### src/rtl/rha_pkg.sv
// ----------------------------------------------------------------------------
// rha_pkg: shared types and constants for the record hole allocator
// Table depths, field widths, request and status codes, and the command and
// status bundles that pass between the controller and the datapath.
// ----------------------------------------------------------------------------
package rha_pkg;

	// Table sizes and derived widths
	localparam int INDEX_DEPTH = 64;
	localparam int HOLE_DEPTH  = 64;
	localparam int IDX_AW      = $clog2(INDEX_DEPTH);
	localparam int HOLE_AW     = $clog2(HOLE_DEPTH);
	localparam int CNT_W       = 7;
	localparam int PTR_W       = 7;

	// Field widths
	localparam int KEY_W   = 32;
	localparam int OFF_W   = 32;
	localparam int LEN_W   = 12;
	localparam int SPACE_W = 18;
	localparam int IDX_W   = KEY_W + OFF_W + LEN_W;
	localparam int HOLE_W  = LEN_W + OFF_W;

	// Request codes
	localparam logic [1:0] OP_ADD  = 2'd0;
	localparam logic [1:0] OP_FIND = 2'd1;
	localparam logic [1:0] OP_DEL  = 2'd2;

	// Result status codes
	localparam logic [1:0] ST_DONE     = 2'd0;
	localparam logic [1:0] ST_EXISTS   = 2'd1;
	localparam logic [1:0] ST_NOTFOUND = 2'd2;
	localparam logic [1:0] ST_FULL     = 2'd3;

	// Fit policy codes
	localparam logic [1:0] FIT_FIRST = 2'd0;
	localparam logic [1:0] FIT_BEST  = 2'd1;
	localparam logic [1:0] FIT_WORST = 2'd2;

	// Scan pointer updates
	localparam logic [2:0] P_HOLD  = 3'd0;
	localparam logic [2:0] P_ZERO  = 3'd1;
	localparam logic [2:0] P_INC   = 3'd2;
	localparam logic [2:0] P_DEC   = 3'd3;
	localparam logic [2:0] P_LOC   = 3'd4;
	localparam logic [2:0] P_HM1   = 3'd5;
	localparam logic [2:0] P_IUSED = 3'd6;
	localparam logic [2:0] P_HUSED = 3'd7;

	// Read address relative to the pointer
	localparam logic [1:0] A_PTR = 2'd0;
	localparam logic [1:0] A_INC = 2'd1;
	localparam logic [1:0] A_DEC = 2'd2;

	// Table write kinds, always at the pointer
	localparam logic [1:0] W_NONE  = 2'd0;
	localparam logic [1:0] W_SHIFT = 2'd1;
	localparam logic [1:0] W_PUT   = 2'd2;

	typedef struct packed {
		logic       latch;
		logic [2:0] ptr_sel;
		logic [1:0] rd_sel;
		logic [1:0] idx_wr;
		logic [1:0] hole_wr;
		logic       set_found;
		logic       take_hole;
		logic       take_end;
		logic       res_fk;
		logic       st_we;
		logic [1:0] st_val;
		logic       ins_split;
		logic       ins_rec;
		logic       hole_dec;
		logic       hole_inc;
		logic       idx_dec;
		logic       idx_inc;
		logic       out_load;
	} rha_cmd_t;

	typedef struct packed {
		logic [1:0] op;
		logic       found;
		logic       idx_full;
		logic       hole_full;
		logic       ptr_zero;
		logic       at_iused;
		logic       at_hbound;
		logic       key_hit;
		logic       key_less;
		logic       hole_fits;
		logic       hr_end;
		logic       ir_end;
		logic       split;
		logic       ins_shift;
		logic       out_free;
	} rha_stat_t;

endpackage

### src/rtl/rha_ctrl.sv
// ----------------------------------------------------------------------------
// rha_ctrl: allocator controller
// Sequences key lookup, hole search, list shifts and insertion one table
// entry at a time, issuing one command word per cycle to the datapath.
// ----------------------------------------------------------------------------
module rha_ctrl import rha_pkg::*; (
	input  logic      clk,
	input  logic      arst_n,
	input  logic      in_valid,
	output logic      in_ready,
	input  rha_stat_t st,
	output rha_cmd_t  cmd
);

	localparam logic [4:0] S_IDLE   = 5'd0;
	localparam logic [4:0] S_FK_RD  = 5'd1;
	localparam logic [4:0] S_FK_CHK = 5'd2;
	localparam logic [4:0] S_DECIDE = 5'd3;
	localparam logic [4:0] S_HS_RD  = 5'd4;
	localparam logic [4:0] S_HS_CHK = 5'd5;
	localparam logic [4:0] S_HR_RD  = 5'd6;
	localparam logic [4:0] S_HR_WR  = 5'd7;
	localparam logic [4:0] S_HI_RD  = 5'd8;
	localparam logic [4:0] S_HI_CHK = 5'd9;
	localparam logic [4:0] S_HI_PUT = 5'd10;
	localparam logic [4:0] S_IR_RD  = 5'd11;
	localparam logic [4:0] S_IR_WR  = 5'd12;
	localparam logic [4:0] S_II_RD  = 5'd13;
	localparam logic [4:0] S_II_CHK = 5'd14;
	localparam logic [4:0] S_II_PUT = 5'd15;
	localparam logic [4:0] S_DONE   = 5'd16;

	logic [4:0] state_q, state_d;

	assign in_ready = (state_q == S_IDLE);

	// Next state and command word
	always_comb begin
		state_d = state_q;
		cmd     = '0;
		case (state_q)
			S_IDLE: begin
				if (in_valid) begin
					cmd.latch   = 1'b1;
					cmd.ptr_sel = P_ZERO;
					state_d     = S_FK_RD;
				end
			end
			S_FK_RD: begin
				state_d = st.at_iused ? S_DECIDE : S_FK_CHK;
			end
			S_FK_CHK: begin
				if (st.key_hit) begin
					cmd.set_found = 1'b1;
					state_d       = S_DECIDE;
				end else begin
					cmd.ptr_sel = P_INC;
					state_d     = S_FK_RD;
				end
			end
			S_DECIDE: begin
				state_d = S_DONE;
				case (st.op)
					OP_ADD: begin
						if (st.found) begin
							cmd.st_we  = 1'b1;
							cmd.st_val = ST_EXISTS;
						end else if (st.idx_full) begin
							cmd.st_we  = 1'b1;
							cmd.st_val = ST_FULL;
						end else begin
							cmd.ptr_sel = P_ZERO;
							state_d     = S_HS_RD;
						end
					end
					OP_DEL: begin
						if (!st.found) begin
							cmd.st_we  = 1'b1;
							cmd.st_val = ST_NOTFOUND;
						end else if (st.hole_full) begin
							cmd.st_we  = 1'b1;
							cmd.st_val = ST_FULL;
						end else begin
							cmd.res_fk  = 1'b1;
							cmd.ins_rec = 1'b1;
							cmd.ptr_sel = P_HUSED;
							state_d     = S_HI_RD;
						end
					end
					default: begin
						if (st.found) begin
							cmd.res_fk = 1'b1;
						end else begin
							cmd.st_we  = 1'b1;
							cmd.st_val = ST_NOTFOUND;
						end
					end
				endcase
			end
			// search holes in list order
			S_HS_RD: begin
				if (st.at_hbound) begin
					cmd.take_end = 1'b1;
					cmd.ptr_sel  = P_IUSED;
					state_d      = S_II_RD;
				end else begin
					state_d = S_HS_CHK;
				end
			end
			S_HS_CHK: begin
				if (st.hole_fits) begin
					cmd.take_hole = 1'b1;
					state_d       = S_HR_RD;
				end else begin
					cmd.ptr_sel = P_INC;
					state_d     = S_HS_RD;
				end
			end
			// close the gap left by the used hole
			S_HR_RD: begin
				if (st.hr_end) begin
					cmd.hole_dec = 1'b1;
					if (st.split) begin
						cmd.ins_split = 1'b1;
						cmd.ptr_sel   = P_HM1;
						state_d       = S_HI_RD;
					end else begin
						cmd.ptr_sel = P_IUSED;
						state_d     = S_II_RD;
					end
				end else begin
					cmd.rd_sel = A_INC;
					state_d    = S_HR_WR;
				end
			end
			S_HR_WR: begin
				cmd.hole_wr = W_SHIFT;
				cmd.ptr_sel = P_INC;
				state_d     = S_HR_RD;
			end
			// file a hole, shifting larger or smaller ones back
			S_HI_RD: begin
				if (st.ptr_zero) begin
					state_d = S_HI_PUT;
				end else begin
					cmd.rd_sel = A_DEC;
					state_d    = S_HI_CHK;
				end
			end
			S_HI_CHK: begin
				if (st.ins_shift) begin
					cmd.hole_wr = W_SHIFT;
					cmd.ptr_sel = P_DEC;
					state_d     = S_HI_RD;
				end else begin
					state_d = S_HI_PUT;
				end
			end
			S_HI_PUT: begin
				cmd.hole_wr  = W_PUT;
				cmd.hole_inc = 1'b1;
				if (st.op == OP_DEL) begin
					cmd.ptr_sel = P_LOC;
					state_d     = S_IR_RD;
				end else begin
					cmd.ptr_sel = P_IUSED;
					state_d     = S_II_RD;
				end
			end
			// drop the deleted index entry
			S_IR_RD: begin
				if (st.ir_end) begin
					cmd.idx_dec = 1'b1;
					state_d     = S_DONE;
				end else begin
					cmd.rd_sel = A_INC;
					state_d    = S_IR_WR;
				end
			end
			S_IR_WR: begin
				cmd.idx_wr  = W_SHIFT;
				cmd.ptr_sel = P_INC;
				state_d     = S_IR_RD;
			end
			// insert the new key in sorted order
			S_II_RD: begin
				if (st.ptr_zero) begin
					state_d = S_II_PUT;
				end else begin
					cmd.rd_sel = A_DEC;
					state_d    = S_II_CHK;
				end
			end
			S_II_CHK: begin
				if (st.key_less) begin
					cmd.idx_wr  = W_SHIFT;
					cmd.ptr_sel = P_DEC;
					state_d     = S_II_RD;
				end else begin
					state_d = S_II_PUT;
				end
			end
			S_II_PUT: begin
				cmd.idx_wr  = W_PUT;
				cmd.idx_inc = 1'b1;
				state_d     = S_DONE;
			end
			S_DONE: begin
				if (st.out_free) begin
					cmd.out_load = 1'b1;
					state_d      = S_IDLE;
				end
			end
			default: begin
				state_d = S_IDLE;
			end
		endcase
	end

	// State register
	always_ff @(posedge clk or negedge arst_n) begin
		if (!arst_n) begin
			state_q <= S_IDLE;
		end else begin
			state_q <= state_d;
		end
	end

endmodule

### config.mk
export PLATFORM = sky130hd
export DESIGN_NAME = rha_ctrl
export DESIGN_NICKNAME = d
export VERILOG_FILES = /design/src/rtl/rha_pkg.sv /design/src/rtl/rha_ctrl.sv
export SDC_FILE = /design/constraint.sdc
export NUM_CORES = 1
export LEC_CHECK = 0
export BUFFER_PORTS_ARGS = -buffer_cell sky130_fd_sc_hd__buf_2
export CAP_MARGIN = 20
export CORE_MARGIN = 8
export CORE_UTILIZATION = 45
export DETAILED_ROUTE_END_ITERATION = 8
export GPL_ROUTABILITY_DRIVEN = 0
export HOLD_SLACK_MARGIN = 0.06
export PLACE_DENSITY = 0.78
export SYNTH_ARGS = -nofsm -noshare
export SYNTH_HDL_FRONTEND = slang
export SYNTH_SLANG_ARGS = --single-unit
### constraint.sdc
create_clock -name clk -period 1.78 [get_ports clk]
set_input_delay 0.178 -clock clk [delete_from_list [all_inputs] [get_ports clk]]
set_output_delay 0.178 -clock clk [all_outputs]
set_load 0.02 [all_outputs]
### Yosys cells after proc, flatten, opt, wreduce, memory -nomap -nowiden

Index checks and enable logic that the tools add are counted.

| word-level totals | value |
|---|---|
| word-level logic and storage cells | 99 |
| input bits | 19 |
| flip-flop bits (word level) | 5 |
| output and inout bits | 25 |

| cells by class | value |
|---|---|
| equality and inequality tests | 19 |
| reductions and logical operators | 5 |
| multiplexer cells | 74 |

Operator list:

| kind | count |
|---|---|
| 5-bit case mux with 17 select lines | 1 |
| 5-bit by 4-bit == test with 1-bit output (second input constant) | 8 |
| 5-bit 2-to-1 mux | 7 |
| 3-bit 2-to-1 mux | 11 |
| 1-bit 2-to-1 mux | 31 |
| 3-bit case mux with 10 select lines | 1 |
| 2-bit 2-to-1 mux | 12 |
| 5-bit by 3-bit == test with 1-bit output (second input constant) | 4 |
| 2-bit case mux with 3 select lines | 3 |
| 4-bit 2-to-1 mux | 4 |
| 3-bit case mux with 2 select lines | 2 |
| 5-bit by 2-bit == test with 1-bit output (second input constant) | 2 |
| 5-bit case mux with 2 select lines | 1 |
| 5-bit by 1-bit == test with 1-bit output (second input constant) | 1 |
| 5-bit == test (second input constant) | 1 |
| 5-bit zero test | 1 |
| 2-bit inequality test (second input constant) | 2 |
| 2-bit OR reduction | 2 |
| 2-bit == test (second input constant) | 1 |
| 2-bit zero test | 1 |
| 1-bit case mux with 2 select lines | 1 |
| 2-bit AND reduction | 1 |

### Longest topological paths before layout

Gate-level depths: netlist (run 1).

| depth | value |
|---|---|
| depth in word-level cells | 4 |
| depth in mapped cells | 6 |
| mapped depth without buffers | 4 |

### Least setup slack after synthesis (run 1)

Ideal clock, no wire load.

| path | value |
|---|---|
| path type | register to output |
| start | register state_q[4] |
| end | output port cmd[20] (netlist name) |
| data required time | 1.602 ns |
| setup slack | -0.143 ns |
| stages on the path, launching flop included | 5 |
| path buffers | 1 |
| data arrival time | 1.745 ns |
| cells stage by stage | dfrtp_1 buf_6 or3b_4 nor3_1 nand4b_1 |

RTL lines:

| what | RTL line | RTL |
|---|---|---|
| from (decl) | rha_ctrl.sv:33 | `logic [4:0] state_q, state_d;` |
| from (signal assigned) | rha_ctrl.sv:225 | `state_q <= state_d;` |
| to (decl) | rha_ctrl.sv:12 | `output rha_cmd_t cmd` |

==> results.md, run 1 <==
- Status: finished with violations
- Failing checks: negative setup slack
- CP Buf/Inv Count: 1
- Netlist cell types: 48
- Core area: roughly 1900 um^2
- Top post-synthesis cells by count: nor2_1, inv_1, nand2_1
- Die height: around 60 um
- DP Wirelength: 2470 um
- Clock share of power: 6.5%
- Post-route ant nets: 0
- Hold Path Stages: 2
- Initial Utilization: ~46%
- CTS tree: done
- Placed instance area: between 1000 and 1500 um^2
- CP Class: flop to primary output
- Post-synthesis adder-cell area fraction: between 1 and 1.5%
- Max reg flops: 5
- Power share of the sequential group: 13.0%
- Mux cell area share after synthesis: ~1.2%
- Largest family of logic cells by synthesized area: simple AND/OR/NAND/NOR gates
- Internal power: 1.02 mW
- Initial antenna violation count: 0
- Synth Register Bits: 5
- Final hold violations: 0
- Clock Sinks: 5
- Diode count: 0
- Worst slew pin tran: slightly below 0.6 ns
- LEAKAGE: 0.654 nW
- Syn nets: about 140
- Netlist Area Pre-Place: ~860 um^2
- WP data arrival: around 1.7 ns
- Die area: ~3600 um^2
- Final Cell Area: between 1000 and 1500 um^2
- Post-Synthesis Cells: 120
- Vias post-DR: roughly 1200
- Max Root-Sink Buffers: 2
- Dominant synthesized flop cell: dfrtp_1
- Die X-Extent: about 60 um
- Row count: 16
- Max-cap viol count: 0
- Total CTS buffers: 3
- Dpl ws: between 0.07 and 0.08 ns
- Most frequent cell after synthesis: nor2_1
- CP cell instances: or3b_4 > nor4b_4 > or4_4 > buf_6
- CTS root buf: clkbuf_4
- RSZ-0062 raised after global routing: true
- Largest net degree at the start of global routing: 20
- PwrDens: around 1600 nW/um^2
- Top post-synthesis cells by area: dfrtp_1, nor2_1, nor3_1
- Final net count: slightly below 200
- Clock Skews: 0.00735 ns
- Iter 0 DRT Violations: between 60 and 70
- Fill cells: 178
- Combinational power share: 80.5%
- Area fraction in compound gates after synthesis: 25.4%
- EDFF count, synth: 0
- Type of origin of the critical path: flop
- Global-route wire length before repair: 4910 um
- Vias per Instance: just under 6
- Largest Register: state_q
- Top-area cell type share of the netlist area: 14.5%
- Layout cells sized above 1: around 49%
- Clock slew at reported path FFs: ~0.04 ns
- Final Cycle Share: 107%
- Final setup fails: 5
- I/O Buffers: 43
- Synth Area in Simple Gates: 45.2%
- Sw Ratio: 51.0%
- Async SR Flop Fraction: 100%
- Synthesis-to-finish area growth: 55.4%
- Post-synth top area cell: dfrtp_1
- Cell family with the largest share of critical-path delay: simple AND/OR/NAND/NOR gates
- Ys Warns: 0
- Slew Limit Headroom: about 61%
- F_max: roughly 0.53 GHz
- Vias in the first global route: roughly 1100
- Detailed-route DRC error count: 0
- Clk_lat worst skew: between 0.2 and 0.3 ns
- Syn avg cell area: just over 7 um^2
- NetSw: 1.07 mW
- Final Non-Filler Cells: ~210
- VDD IR-drop max: 0.000921 V
- WL final: between 3000 and 4000 um
- Num ports: between 40 and 50
- Largest regs: state_q: 5 flops
- Total Routing Usage GR: 17.4%
- CP max stage delay: between 0.5 and 0.6 ns
- Req. time, crit path: ~1.6 ns
- Setup_tns: -0.307 ns
- Crit path max fanout: 4
- Fin. max-slew vios: 0
- Final setup margin: -0.124 ns
- R2R depth: 5
- DRT Pass-1 Iters: 5
- WHS: between 0.15 and 0.2 ns
- Min-Delay Path Class: primary input to flop
- Sequential element share of the synthesized area: 14.5%
- Inst Count DP: around 190
- GRT Residual Overflow: 0
- Levels on crit path: 4
- Max stage delay cell, worst path: or4_4
- Avg WL per Cell: around 16 um
- Max H-tree Level: 1
- Synth Area in XOR/XNOR: 0%
- Crit end category: primary output
- Final min period: 1.90 ns
timing repair:
| item | 4_1_cts | 5_1_grt |
|---|---|---|
| hold buffers | 1 | 0 |
| hold endpoints to repair | 5 | 0 |
| gates resized for setup | 11 | 19 |
| endpoints found under the setup margin | 11 | 15 |
| pin swaps | 0 | 7 |
| buffers inserted | 1 | 6 |
through the flow:
step,total power [mW],util [%]
finish,2.09,71.1
global route,2.23,71.1
CTS,1.86,64.8
detailed placement,1.64,60.6
global placement,1.62,60.6
floorplan,1.24,-
power groups by stage:
stage | Clock, mW | Combinational [mW] | Sequential (mW)
global placement | 0 | 1.37 | 0.247
floorplan | 0 | 1.04 | 0.203
global route | 0.144 | 1.81 | 0.276
detailed placement | 0 | 1.39 | 0.252
CTS | 0.138 | 1.46 | 0.264
finish | 0.136 | 1.68 | 0.271
area by class of cell:
class | instances | area (um^2) | share of cell area, %
Inverter | 9 | 33.8 | 2.53
Multi-Input combinational cell | 97 | 707 | 52.9
Tap cell | 27 | 33.8 | 2.53
Clock buffer | 4 | 26.3 | 1.96
Sequential cell | 5 | 129 | 9.64
Timing Repair Buffer | 64 | 408 | 30.5
logic make-up after synthesis:
| logic type | Yosys count |
|---|---|
| multiplexers | 1 |
| AND/OR/NAND/NOR | 65 |
| adder cells (fa/ha/maj) | 1 |
| flip-flops | 5 |
| buffers and inverters | 18 |
| AO/OA/AOI/OAI | 30 |
cell usage in the layout (no fill, tap or decap), drive strengths merged, types with 2 or more instances in the layout:
cell    netlist  layout
buf           7      63
nor2         14      14
nor3          7       7
o211ai        3       3
and3          4       4
a32oi         2       2
a21o          2       2
dfrtp         5       5
nand4b        2       2
nand3         4       4
o21ai         5       5
nand2         9       9
or3b          2       2
o32ai         3       3
nor3b         2       2
nor2b         4       4
inv           9       9
a21boi        2       2
nor4          3       3
clkbuf        2       4
nand2b        4       4
a21oi         4       4
metal layers:
layer / vias to the layer above / GRT usage (%) / wire length, um
li1: 569 / - / -
met1: 537 / 20.6 / 1320
met2: 96 / 30.0 / 1530
met3: 17 / 3.01 / 355
met4: 0 / 7.14 / 112
met5: - / 0 / 0
path summary, 6_finish.rpt:
kind                            start         end  slack [ns]
setup reg to reg           state_q[2]  state_q[3]        0.05
hold reg to reg            state_q[4]  state_q[0]        0.66
max in group asynchronous      arst_n  state_q[4]        1.36
setup / recovery           state_q[2]     cmd[22]       -0.12
hold / removal                  st[0]  state_q[4]        0.20
min in group asynchronous      arst_n  state_q[0]        0.27
Power figures use the tool's default switching activity.
==> run 2, diff against run 1 <==
--- a/config.mk
+++ b/config.mk
@@ -5,14 +5,16 @@
 export SDC_FILE = /design/constraint.sdc
 export NUM_CORES = 1
 export LEC_CHECK = 0
+export ABC_AREA = 1
 export BUFFER_PORTS_ARGS = -buffer_cell sky130_fd_sc_hd__buf_2
 export CAP_MARGIN = 20
 export CORE_MARGIN = 8
-export CORE_UTILIZATION = 45
+export CORE_UTILIZATION = 43
+export CTS_CLUSTER_SIZE = 30
 export DETAILED_ROUTE_END_ITERATION = 8
 export GPL_ROUTABILITY_DRIVEN = 0
 export HOLD_SLACK_MARGIN = 0.06
-export PLACE_DENSITY = 0.78
+export PLACE_DENSITY = 0.77
 export SYNTH_ARGS = -nofsm -noshare
 export SYNTH_HDL_FRONTEND = slang
 export SYNTH_SLANG_ARGS = --single-unit
==> constraint.sdc (replaced) <==
create_clock -name clk -period 1.78 [get_ports clk]
set_input_delay 0.089 -clock clk [delete_from_list [all_inputs] [get_ports clk]]
set_output_delay 0.089 -clock clk [all_outputs]
set_load 0.02 [all_outputs]
==> run 2 against run 1 <==
The flow now finishes without violations. Global-route usage fell by 1.9 points. First-iteration DRC count fell by 24%. Cell count increased by 8.3%. Routed wire length decreased by 20%. Utilization shrank 7.4 points. Synthesized area decreased by 10%. Critical path type unchanged. Largest power group unchanged.
==> results.md, run 2 <==
- Post-synth top area cell: nand2_1
- Combinational power share: 71.1%
- Largest net degree at the start of global routing: 10
- Detailed-route DRC error count: 0
- CTS root buf: clkbuf_4
- GRT Residual Overflow: 0
- Die area: ~3400 um^2
- Final setup fails: 0
- VDD IR-drop max: roughly 0.00097 V
- Avg WL per Cell: roughly 12 um
- DRT Pass-1 Iters: 4
- Clk_lat worst skew: about 0.24 ns
- Clock share of power: about 9.0%
- WL final: between 2000 and 3000 um
- Internal power: just under 600 uW
- Setup_tns: 0 ns
- Final Cycle Share: between 90% and 100%
- Type of origin of the critical path: flop
- Syn nets: 171
- DP Wirelength: 2320 um
- Fill cells: ~170
- Iter 0 DRT Violations: between 40 and 50
- Diode count: 0
- Crit path max fanout: 7
- Top post-synthesis cells by area: nand2_1, nor2_1, dfrtp_1
- Ys Warns: 0
- Largest regs: state_q: 5 flops
- Die height: 58.4 um
- Worst slew pin tran: ~0.41 ns
- Vias post-DR: around 1100
- Max reg flops: 5
- Top-area cell type share of the netlist area: between 10% and 20%
- Synth Register Bits: 5
- Total Routing Usage GR: 15.5%
- Dominant synthesized flop cell: dfrtp_1
- Commonest non-fill, non-tap cells in the layout: buf_2, nand2_1, nor2_1
- I/O Buffers: 43
- Num ports: between 40 and 50
- Total CTS buffers: 3
- Power share of the sequential group: about a fifth
- Final hold violations: 0
- CTS tree: done
- Post-Synthesis Cells: 152
- Fin. max-slew vios: 0
- Max H-tree Level: 1
- Slew Limit Headroom: between 70% and 80%
- Async SR Flop Fraction: 100%
- Final net count: ~220
- Core area: between 1500 and 2000 um^2
- Crit end category: primary output
- Post-route ant nets: 0
- Syn avg cell area: between 5 and 6 um^2
- Largest Register: state_q
- EDFF count, synth: 0
- Min-Delay Path Class: primary input to flop
- Final min period: approximately 1.7 ns
- Max-cap viol count: 0
- Vias per Instance: 4.95
- Commonest non-fill, non-tap cell in the layout: buf_2
- Clock slew at reported path FFs: roughly 0.040 ns
- Sequential element share of the synthesized area: between 10% and 20%
- Req. time, crit path: ~1.7 ns
- F_max: ~0.59 GHz
- Top post-synthesis cells by count: nand2_1, nor2_1, inv_1
- RSZ-0062 raised after global routing: true
- NetSw: about 850 uW
- Global-route wire length before repair: roughly 4400 um
- Clock Skews: a little under 0.005 ns
- Power Total: between 1 and 1.5 mW
- Netlist Area Pre-Place: roughly 770 um^2
- CP Class: flop to primary output
- Layout cells sized above 1: 34.3%
- Row count: 15
- Initial Utilization: a little under half
- Vias in the first global route: 1070
- Sw Ratio: between 50% and 60%
- Max Root-Sink Buffers: 2
- Die X-Extent: between 50 and 60 um
- Clock Sinks: 5
- Netlist cell types: 18
- PwrDens: between 1000 and 1500 nW/um^2
- WP data arrival: ~1.6 ns
- Synthesis-to-finish area growth: 40.4%
- LEAKAGE: between 0.6 and 0.7 nW
- Most frequent cell after synthesis: nand2_1
- Status: complete, no violations
- Initial antenna violation count: 0
==> run 2: cell families after synthesis <==
family	share of synthesized area, %
buffers and inverters	16.3
flip-flops	16.2
AND/OR/NAND/NOR	56.9
AO/OA/AOI/OAI	10.7
==> run 2: worst paths after layout <==
path | from | endpoint | slack (ns) | cells after the start
min reg2reg | state_q[4] | state_q[4] | 0.70 | 2
min | st[6] | state_q[1] | 0.19 | 4
max reg2reg | state_q[4] | state_q[0] | 0.43 | 7
max | state_q[3] | cmd[22] | 0.09 | 8
min in group asynchronous | arst_n | state_q[4] | 0.20 | 2
max in group asynchronous | arst_n | state_q[0] | 1.43 | 2
==> run 2: area by class of cell <==
type                       count  area [um^2]  area share, %
multi-input combinational    115          558           51.3
clock buffer                   4         26.3           2.42
timing repair buffer          45          233           21.4
sequential                     5          130           12.0
tap                           25         31.3           2.88
inverter                      29          109           10.0
==> run 2: stage by stage <==
step                setup WS, ns  std cells  utilization (%)  instance area [um^2]  hold slack, ns
global route             -0.0171        223             63.7                  1090           0.200
CTS                      0.00386        223             61.8                  1050           0.184
floorplan                  0.154        152                -                   774          -0.207
finish                    0.0896        223             63.7                  1090           0.190
global placement           0.235        217             58.8                  1000         -0.0962
detailed placement         0.235        217             58.8                  1000         -0.0923
==> run 2: power by group through the flow <==
stage / clock (mW) / combinational [mW] / sequential, mW
finish: 0.129 / 1.02 / 0.285
global route: 0.143 / 1.12 / 0.296
CTS: 0.135 / 0.962 / 0.269
detailed placement: 0 / 0.943 / 0.262
global placement: 0 / 0.942 / 0.257
floorplan: 0 / 0.720 / 0.215
==> run 2: metal layers <==
layer / vias up / global-route usage [%] / wire length, um
li1: 568 / - / -
met1: 492 / 17.2 / 1090
met2: 40 / 28.5 / 1360
met3: 4 / 3.70 / 173
met4: 0 / 3.85 / 38
met5: - / 0 / 0
==> run 2: worst max-delay path, cell delays in order, from the launching register on <==
cell and delay (ns):
dfrtp_2 0.47, nor2_4 0.17, nand2_4 0.10, nor2_4 0.12
nand3_2 0.09, nand2_1 0.12, nor2_1 0.07, nand2_1 0.08
buf_2 0.16
==> run 2: what timing repair did <==
action,in CTS,in global routing
endpoints found under the setup margin,2,6
resized for setup,2,15
hold buffers,1,0
gates cloned,0,0
pin swaps,1,0
buffers inserted,1,0
hold endpoints to repair,5,0
==> run 3, diff against run 2 <==
--- a/config.mk
+++ b/config.mk
@@ -8,13 +8,16 @@
 export ABC_AREA = 1
 export BUFFER_PORTS_ARGS = -buffer_cell sky130_fd_sc_hd__buf_2
 export CAP_MARGIN = 20
+export CELL_PAD_IN_SITES_DETAIL_PLACEMENT = 1
+export CELL_PAD_IN_SITES_GLOBAL_PLACEMENT = 1
 export CORE_MARGIN = 8
-export CORE_UTILIZATION = 43
+export CORE_UTILIZATION = 26
+export CTS_CLUSTER_DIAMETER = 150
 export CTS_CLUSTER_SIZE = 30
 export DETAILED_ROUTE_END_ITERATION = 8
 export GPL_ROUTABILITY_DRIVEN = 0
 export HOLD_SLACK_MARGIN = 0.06
-export PLACE_DENSITY = 0.77
+export PLACE_DENSITY_LB_ADDON = 0.15
 export SYNTH_ARGS = -nofsm -noshare
 export SYNTH_HDL_FRONTEND = slang
 export SYNTH_SLANG_ARGS = --single-unit
==> run 3 against run 2 <==
Die area rose by 46%. Worst hold slack got worse by 0.0046 ns. Critical path depth is the same. Design area grew 12%. Critical path type unchanged.
==> results.md, run 3 (same netlist as run 2, synthesis figures left out) <==
- Status: complete, no violations
- Hold Path Stages: 4
- Placed instance area: 1010 um^2
- Final Non-Filler Cells: roughly 240
- Iter 0 DRT Violations: 29
- Max Root-Sink Buffers: 2
- Min-Delay Path Class: primary input to flop
- I/O Buffers: 43
- LEAKAGE: approximately 0.75 nW
- Largest Register: state_q
- Worst slew pin tran: between 0.4 and 0.5 ns
- Detailed-route DRC error count: 0
- Vias in the first global route: about 1200
- PwrDens: between 1000 and 1500 nW/um^2
- CP Class: flop to primary output
- Total Routing Usage GR: a little over an eighth
- Type of origin of the critical path: flop
- Max stage delay cell, worst path: dfrtp_2
- R2r setup slk: between 0.3 and 0.4 ns
- Die X-Extent: 70.6 um
- Avg WL per Cell: approximately 15 um
- Area of the multi-input gates: about 580 um^2
- Largest regs: state_q: 5 flops
- Max reg flops: 5
- Final hold violations: 0
- Post-route ant nets: 0
- Vias per Instance: 4.82
- Req. time, crit path: roughly 1.7 ns
- Clk_lat worst skew: 0.24 ns
- R2R depth: 8
- Layout cells sized above 1: between 40% and 50%
- Clock Sinks: 5
- Inst Count DP: 225
- GRT Residual Overflow: 0
- Beginning of the worst register-to-register path: state_q[4]
- VDD IR-drop max: between 0.0004 and 0.0005 V
- DRT Pass-1 Iters: 4
- Max-cap viol count: 0
- Final Cycle Share: 95.9%
- WP data arrival: between 1.5 and 2 ns
- Final Cell Area: about 1200 um^2
- Synthesis-to-finish area growth: 57.4%
- Initial antenna violation count: 0
- Crit path max fanout: 9
- Die height: 70.6 um
- Vias post-DR: between 1000 and 1500
- Most frequent CP cell: nand3_1
- CP Buf/Inv Count: 3
- Clock slew at reported path FFs: around 0.05 ns
- Diode count: 0
- WHS: 0.186 ns
- Slew Limit Headroom: between 60 and 70%
- Row count: 20
- Commonest non-fill, non-tap cells in the layout: buf_2, nand2_1, nor2_1
- Num ports: 44
- Global-route wire length before repair: 5580 um
- Max H-tree Level: 1
- Crit end category: primary output
- HP Start: st[3]
- CTS tree: done
- Cell family with the largest share of critical-path delay: simple AND/OR/NAND/NOR gates
- Setup_tns: 0 ns
- Commonest non-fill, non-tap cell in the layout: buf_2
- Worst Hold Path EP: state_q[3]
- DP Wirelength: approximately 2800 um
- Die area: 4980 um^2
- Power Total: between 1.5 and 2 mW
- Total CTS buffers: 3
- WL final: roughly 3500 um
- RSZ-0062 raised after global routing: true
- CP cell instances: buf_4 > nand3_4 > inv_1 > nand3_1 > nand2_1 > nor2_1 > nand3_1 > buf_2
- Initial Utilization: 26.2%
- F_max: 0.586 GHz
- Worst setup path startpoint: state_q[3]
- Final net count: between 200 and 250
- CP max stage delay: around 0.46 ns
- CTS root buf: clkbuf_4
- Fin. max-slew vios: 0
- FF/Latch Area: 131 um^2
- Core area: slightly below 3000 um^2
- Clock Skews: 0.000825 ns
- Final setup fails: 0
- RR Endpoint: state_q[0]
- Largest net degree at the start of global routing: 10
- Fill cells: around 440
- Final min period: ~1.7 ns
[run 3: cell types whose count changed in the layout (fill, tap and decap cells not counted), sizes merged]
cell,delta
buf,+13
[run 3: repair_timing]
action | CTS | global route
pin swaps | 1 | 3
buffers inserted | 1 | 13
hold endpoints to repair | 5 | 0
endpoints found under the setup margin | 5 | 4
resized for setup | 8 | 18
hold buffers | 1 | 0
[run 3: where the power goes]
part	leakage [nW]	total [mW]	internal [mW]	switching, mW
registers	0.0580	0.314	0.176	0.138
logic	0.675	1.21	0.440	0.774
clock network	0.0150	0.135	0.0850	0.0499
total	0.748	1.66	0.701	0.962
[run 3: routing by layer]
layer / wire length, um / GRT usage [%]
met5: 0 / 0
met4: 17 / 3.46
met3: 165 / 2.97
met2: 1790 / 24.1
met1: 1570 / 15.3
[run 3: stage by stage]
stage / setup WS [ns] / utilization (%)
after floorplan: 0.154 / -
after global placement: 0.0724 / 34.3
after detailed placement: 0.0841 / 34.3
after CTS: 0.00203 / 36.4
after global routing: -0.0326 / 41.3
final: 0.0725 / 41.3
[run 3: worst max-delay path by stage]
stage	to	slack [ns]	cells past startpoint
after floorplan	cmd[22]	0.15	5
after global placement	cmd[22]	0.07	7
after detailed placement	cmd[22]	0.08	7
after CTS	cmd[21]	0.002	8
after global routing	cmd[21]	-0.03	8
final	cmd[21]	0.07	8
[run 3: cell type report]
type	count	share of cell area, %
sequential	5	10.8
inverter	29	8.93
clock buffer	4	2.16
timing repair buffer	58	27.5
tap	33	3.39
multi-input combinational	115	47.2
[run 3: tightest hold or removal path, stage by stage]
cell,delay (ns)
buf_2,0.09
a31oi_1,0.08
nor2_1,0.08
nand2_1,0.06
